--- src/rtl/core/smpq_pkg.sv ---
// Shared types and constants for the sorted max priority queue.
// Used by smpq_cell, sorted_max_priority_queue_unit and the testbench; no dependencies.
package smpq_pkg;

  localparam int DEPTH   = 16;
  localparam int DATA_W  = 32;
  localparam int CNT_W   = $clog2(DEPTH + 1);
  localparam int COUNT_W = 5;   // width of the reported entry count
  localparam int ERR_W   = 2;

  typedef enum logic [ERR_W-1:0] {
    ERR_OK        = 2'd0,
    ERR_POP_EMPTY = 2'd1,
    ERR_PUSH_FULL = 2'd2
  } err_code_t;

  // operation broadcast to every cell of the chain
  typedef struct packed {
    logic                     push;
    logic                     pop;
    logic signed [DATA_W-1:0] value;
  } smpq_cmd_t;

endpackage

--- src/rtl/core/smpq_cell.sv ---
// One slot of the sorted register chain: holds a value, compares the pushed
// value against it and shifts with its neighbors. Depends on smpq_pkg.
module smpq_cell (
  input  logic                              clk,
  input  smpq_pkg::smpq_cmd_t               cmd,
  input  logic                              occupied,
  input  logic                              prev_take,
  input  logic signed [smpq_pkg::DATA_W-1:0] prev_value,
  input  logic signed [smpq_pkg::DATA_W-1:0] right_value,
  output logic                              take,
  output logic signed [smpq_pkg::DATA_W-1:0] value,
  output logic signed [smpq_pkg::DATA_W-1:0] value_next
);
  import smpq_pkg::*;

  // empty slots always accept; the chain is monotone, so exactly one cell
  // sees take without prev_take and that one stores the new value
  assign take = occupied ? (cmd.value >= value) : 1'b1;

  always_comb begin
    value_next = value;
    if (cmd.push && take) begin
      value_next = prev_take ? prev_value : cmd.value;
    end else if (cmd.pop) begin
      value_next = right_value;
    end
  end

  always_ff @(posedge clk) begin
    value <= value_next;
  end

endmodule

--- src/rtl/core/sorted_max_priority_queue_unit.sv ---
// Sorted max priority queue built from a chain of smpq_cell slots.
// The result is registered and appears in the cycle after the input transfer.
// Throughput: one push or pop per cycle while the result is taken; every cell compares in parallel.
// A held result stalls input only while the output side is not ready.
// Reset (rst, synchronous): queue empties, no result pending; slot data is
// not cleared. Depends on smpq_pkg and smpq_cell.
module sorted_max_priority_queue_unit (
  input  logic        clk,
  input  logic        rst,
  input  logic        s_tvalid,
  output logic        s_tready,
  input  logic [31:0] s_tdata,   // [31:0] push_value
  input  logic        s_tuser,   // [0] func: 0 push, 1 pop
  output logic        m_tvalid,
  input  logic        m_tready,
  output logic [71:0] m_tdata    // [31:0] popped_value, [63:32] largest_value,
                                 // [64] largest_valid, [69:65] entry_count,
                                 // [71:70] error_code
);
  import smpq_pkg::*;

  logic [CNT_W-1:0]         count;
  logic [CNT_W-1:0]         count_next;
  logic                     accept;
  logic                     is_pop;
  logic                     full;
  logic                     empty;
  smpq_cmd_t                cmd;
  err_code_t                err;
  logic signed [DATA_W-1:0] popped;

  logic                     take       [DEPTH];
  logic signed [DATA_W-1:0] cell_value [DEPTH];
  logic signed [DATA_W-1:0] cell_next  [DEPTH];

  assign s_tready = !m_tvalid || m_tready;
  assign accept   = s_tvalid && s_tready;
  assign is_pop   = s_tuser;
  assign full     = (count == CNT_W'(DEPTH));
  assign empty    = (count == '0);

  always_comb begin
    cmd.push   = accept && !is_pop && !full;
    cmd.pop    = accept && is_pop && !empty;
    cmd.value  = $signed(s_tdata);
    count_next = count;
    err        = ERR_OK;
    popped     = '0;
    if (accept) begin
      if (is_pop) begin
        if (empty) begin
          err = ERR_POP_EMPTY;
        end else begin
          popped     = cell_value[0];
          count_next = count - 1'b1;
        end
      end else begin
        if (full) begin
          err = ERR_PUSH_FULL;
        end else begin
          count_next = count + 1'b1;
        end
      end
    end
  end

  for (genvar i = 0; i < DEPTH; i++) begin : g_cell
    logic                     prev_take_i;
    logic signed [DATA_W-1:0] prev_value_i;
    logic signed [DATA_W-1:0] right_value_i;

    if (i == 0) begin : g_head
      assign prev_take_i  = 1'b0;
      assign prev_value_i = '0;
    end else begin : g_body
      assign prev_take_i  = take[i-1];
      assign prev_value_i = cell_value[i-1];
    end

    if (i == DEPTH - 1) begin : g_tail
      assign right_value_i = '0;
    end else begin : g_mid
      assign right_value_i = cell_value[i+1];
    end

    smpq_cell u_cell (
      .clk        (clk),
      .cmd        (cmd),
      .occupied   (CNT_W'(i) < count),
      .prev_take  (prev_take_i),
      .prev_value (prev_value_i),
      .right_value(right_value_i),
      .take       (take[i]),
      .value      (cell_value[i]),
      .value_next (cell_next[i])
    );
  end

  always_ff @(posedge clk) begin
    if (rst) begin
      count    <= '0;
      m_tvalid <= 1'b0;
    end else begin
      count <= count_next;
      if (accept) begin
        m_tvalid <= 1'b1;
      end else if (m_tready) begin
        m_tvalid <= 1'b0;
      end
    end
  end

  // result payload, no reset needed
  always_ff @(posedge clk) begin
    if (accept) begin
      m_tdata[31:0]  <= popped;
      m_tdata[63:32] <= (count_next != '0) ? cell_next[0] : '0;
      m_tdata[64]    <= (count_next != '0);
      m_tdata[69:65] <= COUNT_W'(count_next);
      m_tdata[71:70] <= err;
    end
  end

  a_count_bound: assert property (@(posedge clk) disable iff (rst)
    count <= CNT_W'(DEPTH))
    else $error("entry count exceeds depth");

  a_push_grows: assert property (@(posedge clk) disable iff (rst)
    cmd.push |=> count == $past(count) + 1'b1)
    else $error("accepted push did not grow the queue");

  a_pop_shrinks: assert property (@(posedge clk) disable iff (rst)
    cmd.pop |=> count == $past(count) - 1'b1)
    else $error("accepted pop did not shrink the queue");

  a_err_empty: assert property (@(posedge clk) disable iff (rst)
    m_tvalid && m_tdata[71:70] == ERR_POP_EMPTY |-> m_tdata[69:65] == '0 && !m_tdata[64])
    else $error("pop-on-empty reported with nonzero count");

  a_valid_matches: assert property (@(posedge clk) disable iff (rst)
    m_tvalid |-> m_tdata[64] == (m_tdata[69:65] != '0))
    else $error("largest_valid disagrees with entry count");

endmodule

--- config.mk ---
export PLATFORM = sky130hd
export DESIGN_NAME = sorted_max_priority_queue_unit
export DESIGN_NICKNAME = d
export VERILOG_FILES = /design/src/rtl/core/smpq_pkg.sv /design/src/rtl/core/smpq_cell.sv /design/src/rtl/core/sorted_max_priority_queue_unit.sv
export SDC_FILE = /design/constraint.sdc
export NUM_CORES = 2
export LEC_CHECK = 0
export ABC_AREA = 1
export BUFFER_PORTS_ARGS = -buffer_cell sky130_fd_sc_hd__buf_2
export CAP_MARGIN = 20
export CORE_MARGIN = 4
export CORE_UTILIZATION = 40
export DETAILED_ROUTE_END_ITERATION = 10
export GPL_TIMING_DRIVEN = 0
export PLACE_DENSITY = 0.64
export SYNTH_ARGS = -nofsm -noshare
export SYNTH_HDL_FRONTEND = slang
export SYNTH_SLANG_ARGS = --single-unit
--- constraint.sdc ---
create_clock -name clk -period 5.05 [get_ports clk]
set_input_delay 0.505 -clock clk [delete_from_list [all_inputs] [get_ports clk]]
set_output_delay 0.505 -clock clk [all_outputs]
set_load 0.01 [all_outputs]
== Word-level counts from Yosys, hierarchy flattened ==
Index checks and enable logic that the tools add are counted.

* Add/subtract/negate cells: 2
* Multiply operators: 0
* Divide/modulo/power cells: 0
* $lt $le $gt $ge: 32
* Equality and inequality tests: 1
* Shift operators: 0
* Muxes and demuxes: 72
* Bitwise operators: 1
* Reduce and logical (&&, ||, !) cells: 45

{| class="wikitable"
|+ Operators with widths
! kind !! number
|-
| 32-bit 2-to-1 mux || 47
|-
| 32-bit >= comparator || 16
|-
| 4-bit by 5-bit less-than comparator with 1-bit output, first input constant || 8
|-
| 2-bit nonzero test || 16
|-
| 1-bit logical AND || 21
|-
| 3-bit by 5-bit less-than comparator with 1-bit output, first input constant || 4
|-
| 5-bit 2-to-1 mux || 4
|-
| 1-bit 2-to-1 mux || 19
|-
| 1-bit by 5-bit less-than comparator with 1-bit output, first input constant || 2
|-
| 2-bit by 5-bit less-than comparator with 1-bit output, first input constant || 2
|-
| 5-bit by 1-bit adder with 5-bit output, second input constant || 1
|-
| 5-bit == test, second input constant || 1
|-
| 5-bit zero test || 1
|-
| 5-bit nonzero test || 1
|-
| 5-bit by 1-bit subtractor with 5-bit output, second input constant || 1
|-
| 1-bit zero test || 4
|-
| 2-bit 2-to-1 mux || 2
|-
| 2-bit OR reduction || 1
|-
| 1-bit logical OR || 1
|-
| 1-bit NOT || 1
|}

* Flip-flop bits (word level): 590
* Latch bits: 0
* RAM bits: 0
* Bits in read-only memories: 0
* Input bits: 37
* Output and inout bits: 74
* Logic and storage cells: 174
* Memories: 0

== Depth between registers and ports, before layout ==
* Depth after elaboration: 7
* Depth in mapped cells: 22
* Mapped depth without buffers: 19

== Modules after synthesis ==
A second synthesis with hierarchy kept.

* Cells, all modules: 6,553
* Area total of the unflattened synthesis: 49,866.6 µm²

{| class="wikitable"
|+ Modules (own cells, without submodules)
! module !! instances !! cells an instance !! area each (µm²) !! seq. area each (µm²)
|-
| smpq_cell || 16 || 389 || 2,905.3 || 640.6
|-
| sorted_max_priority_queue_unit || 1 || 329 || 3,382.0 || 2,282.2
|}

== Worst setup path before layout ==
Ideal clock, no wire load.

* Path kind: input port to flip-flop
* From: input port m_tready
* To: register g_cell[6].u_cell.value[0] in the netlist's numbering (enable)
* Library setup time: 389 ps
* Data arrival time: 3,927 ps
* Required time: 4,661 ps
* Slack: 733 ps
* Stages on the path: 10
* Path buffers: 2
* Cells stage by stage: inv_1 nand2_1 nand2_1 inv_1 nand3_1 inv_2 buf_2 nand2_2 buf_2 nand2_1

* Word-level cells in the longest chain between the ends: 6
* Elaborated cells between the ends (all ways): 8
* Those cells by class: reduce/logical (8)

{| class="wikitable"
|+ Ends and longest elaborated chain
! item !! line !! source
|-
| start: declaration || sorted_max_priority_queue_unit.sv:15 || <nowiki>input logic m_tready,</nowiki>
|-
| 1-bit logical OR (*) || sorted_max_priority_queue_unit.sv:36 || <nowiki>assign s_tready = !m_tvalid || m_tready;</nowiki>
|-
| net s_tready || sorted_max_priority_queue_unit.sv:11 || <nowiki>output logic s_tready,</nowiki>
|-
| 1-bit logical AND (*) || sorted_max_priority_queue_unit.sv:37 || <nowiki>assign accept = s_tvalid && s_tready;</nowiki>
|-
| net accept || sorted_max_priority_queue_unit.sv:24 || <nowiki>logic accept;</nowiki>
|-
| 1-bit logical AND (2 in series) || sorted_max_priority_queue_unit.sv:43 || <nowiki>cmd.push = accept && !is_pop && !full;</nowiki>
|-
| 1-bit logical AND || smpq_cell.sv:22 || <nowiki>if (cmd.push && take) begin</nowiki>
|-
| 2-bit nonzero test (no source line) (*) || n/a ||
|-
| end signal: assignment || smpq_cell.sv:30 || <nowiki>value <= value_next;</nowiki>
|-
| end: declaration || smpq_cell.sv:11 || <nowiki>output logic signed [smpq_pkg::DATA_W-1:0] value,</nowiki>
|}

The timed path passes the listed nets; every way through them passes the cells marked *.
A chain may end at the register's enable or synchronous reset.

== Final worst setup path ==
* From: input port s_tdata[0]
* To: register g_cell[6].u_cell.value[6] in the netlist's numbering (enable)

* Word-level cells in the longest chain between the ends: 4

{| class="wikitable"
|+ Ends and longest elaborated chain
! item !! line !! source
|-
| start: declaration || sorted_max_priority_queue_unit.sv:12 || <nowiki>input logic [31:0] s_tdata,</nowiki>
|-
| 32-bit >= comparator || smpq_cell.sv:18 || <nowiki>assign take = occupied ? (cmd.value >= value) : 1'b1;</nowiki>
|-
| 1-bit 2-to-1 mux || smpq_cell.sv:18 ||
|-
| 1-bit logical AND || smpq_cell.sv:22 ||
|-
| 2-bit nonzero test (no source line) || n/a ||
|}

No other way between the ends.

==> run metrics <==
final core utilization 0.449; DRC Markers 0; clock share of power 0.284; ys async rst share 0; Tightest Hold Check Type input pin to register; final WL 140 mm; syn nets 6944; post-route minimum period 4.34 ns; first-pass GRT wire length 220 mm; nature of the critical path endpoint register; fillcell total 11800; design internal power 11.6 mW; sequential power share 0.377; Least-Margin Pin Slew 1.00 ns; Core Region 115000 um^2; Clock Tree Root clkbuf_16; synthesized area 46200 um^2; share of layout cells above drive strength 1 0.0651; die width 348 um; gr ovfl total 0; kind of critical path input pin to register; post-route clock period utilization 0.859; post-CTS setup buffer count 0; vias in the first global route 41500; sw power 6.90 mW; DRT iter0 DRCs 2794; crit path DAT 4.73 ns; crit-path max FO 22; Max-slew headroom 0.331; RSZ-0062 raised after global routing no; Mapped Cells 6392; Hold Buf Count CTS 0; chip height 348 um; Overall Global Routing Usage 0.227; Initial DRT Pass Iterations 6; final hold violations 0; worst skew pair latency 0.64 ns; ANT nets after route 0; fmax 231 MHz; vias 41700; number of synthesized register bits 590; data required time of the critical path 5.44 ns; Reg2Reg Setup Slack 1.01 ns; fin area 51400 um^2; Nets 7145; site row count 124; CTS tree done; antenna violations before repair 1; clk_skew 0.0216 ns; Post-synth top flop edfxtp_1; Inserted Clock Buffers 73; # diodes 0; full die area 121000 um^2; # setup viols final 0; IO Count 111; initial core utilization 0.404; Port Buffer Count 109; CP Launch Type input pin; leakage power 26.5 nW; post-synth cell types 38; pin count of the biggest net entering global routing 46; Seq/Total Area, Yosys 0.375; status complete, no violations; clk sink count 590; EDFF count, synth 552; Power Density 359 nW/um^2; commonest non-fill, non-tap cell in the layout nand2_1; Resized cells post-CTS 0; htree depth 3; syn avg cell area 7.23 um^2; sw frac 0.374; Max-cap violations 0; fin. max-slew vios 0; Via density 5.11; Comb pwr share 0.339; clock slew at reported path FFs 0.06 ns; maximum vdd drop 0.000289 V; most frequent cells in the layout 2889 x nand2_1, 694 x inv_1, 552 x edfxtp_1; placed wire-length estimate 117 mm; Layout area overhead 11.2%; WL per Instance 17.2 um; synth warn 0; Placer Congestion 0.919; Max Buffers Root-to-Sink 3; DP Area 49100 um^2
==> path summary, 6_finish.rpt <==
| check | to | start | cells past startpoint |
|---|---|---|---|
| worst max register to register | g_cell[1].u_cell.value[3] | count[1] | 13 |
| worst max-delay path | g_cell[6].u_cell.value[6] | s_tdata[0] | 19 |
| worst min register to register | g_cell[14].u_cell.value[29] | g_cell[15].u_cell.value[29] | 2 |
| worst min-delay path | m_tvalid | m_tready | 4 |
==> metrics by stage <==
stage	setup slack (ns)	hold slack, ns	TNS, ns	total power [mW]	std cells
final	0.714	0.188	0	18.5	8159
after global routing	0.557	0.181	0	19.7	8159
after CTS	0.741	0.169	0	18.6	8159
after detailed placement	0.0681	0.530	0	13.3	8030
after global placement	-1.15	0.528	-429.32	13.0	8013
after floorplan	0.733	0.520	0	11.3	6392
==> metal layers <==
metal	vias to the layer above	global-route usage	part of all wire
met5	-	0	0
met2	1019	0.398	0.47
met3	230	0.0274	0.052
li1	21300	-	-
met1	19100	0.290	0.44
met4	0	0.0781	0.035
==> synthesized netlist by cell type, types with 2 or more instances <==
cell type | instances | area (um^2)
a21o_1 | 10 | 75.1
a21oi_1 | 328 | 1640
a21oi_2 | 2 | 17.5
a22oi_1 | 4 | 30.0
buf_1 | 61 | 229
buf_2 | 134 | 671
buf_4 | 9 | 67.6
buf_6 | 3 | 33.8
clkbuf_1 | 153 | 574
dfxtp_1 | 38 | 761
edfxtp_1 | 552 | 16600
ha_1 | 515 | 6440
inv_1 | 695 | 2610
inv_2 | 17 | 63.8
nand2_1 | 2889 | 10800
nand2_2 | 18 | 113
nand3_1 | 72 | 360
nand3_2 | 15 | 150
nand4_1 | 508 | 3180
nor2_1 | 234 | 878
nor2_4 | 2 | 22.5
nor3_1 | 3 | 15.0
nor3b_2 | 2 | 25.0
nor4_1 | 3 | 18.8
nor4_2 | 7 | 87.6
o211ai_1 | 2 | 15.0
o21a_1 | 41 | 308
o21ai_0 | 60 | 300
o21ai_1 | 4 | 20.0
xor2_1 | 3 | 26.3
==> worst max-delay path, cell delays in order <==
cell	delay [ns]
clkbuf_1	0.40
inv_1	0.59
ha_1	0.41
inv_1	0.05
nand2_1	0.04
nand2_1	0.05
nand2_1	0.04
nand2_1	0.05
nand2_1	0.04
nand2_1	0.13
nand2_1	0.07
nand2_1	0.16
nand2_1	0.11
nand3_1	0.31
nand3_1	0.42
nand2_2	0.36
buf_2	0.27
nand2_1	0.37
buf_16	0.31
==> flip-flops by register name, indices dropped and copies added, names as in the netlist <==
signal,flops
m_tvalid,1
g_cell.u_cell.value,512
m_tdata,72
count,5
==> kinds of logic (layout without fill, tap and decap cells) <==
logic type / count (synthesis) / count (layout) / synth area share
and+or+nand+nor: 3758 / 3758 / 0.340
buffers and inverters: 1073 / 1328 / 0.0920
DFF: 590 / 590 / 0.375
adders and majority gates: 515 / 515 / 0.139
AOI/OAI and AO/OA: 453 / 453 / 0.0524
xor gates and xnor gates: 3 / 3 / 0.000569
==> power groups by stage <==
stage / clock network (mW) / registers (mW) / logic, mW
after floorplan: 0 / 6.98 / 4.30
after detailed placement: 0 / 7.05 / 6.23
final: 5.25 / 6.96 / 6.26
after CTS: 5.33 / 6.96 / 6.26
after global routing: 5.53 / 7.05 / 7.17
after global placement: 0 / 7.06 / 5.93
==> area by class of cell <==
class	count	area (um^2)	area share
clock inverters	29	235	0.00458
repair buffers	126	983	0.0191
well taps	1512	1890	0.0368
inverters	713	2680	0.0521
flip-flops and latches	590	17300	0.337
multi-input cells	4729	24600	0.479
plain buffers	360	1580	0.0306
clock buffers	100	2070	0.0404
Power figures use the tool's default switching activity.
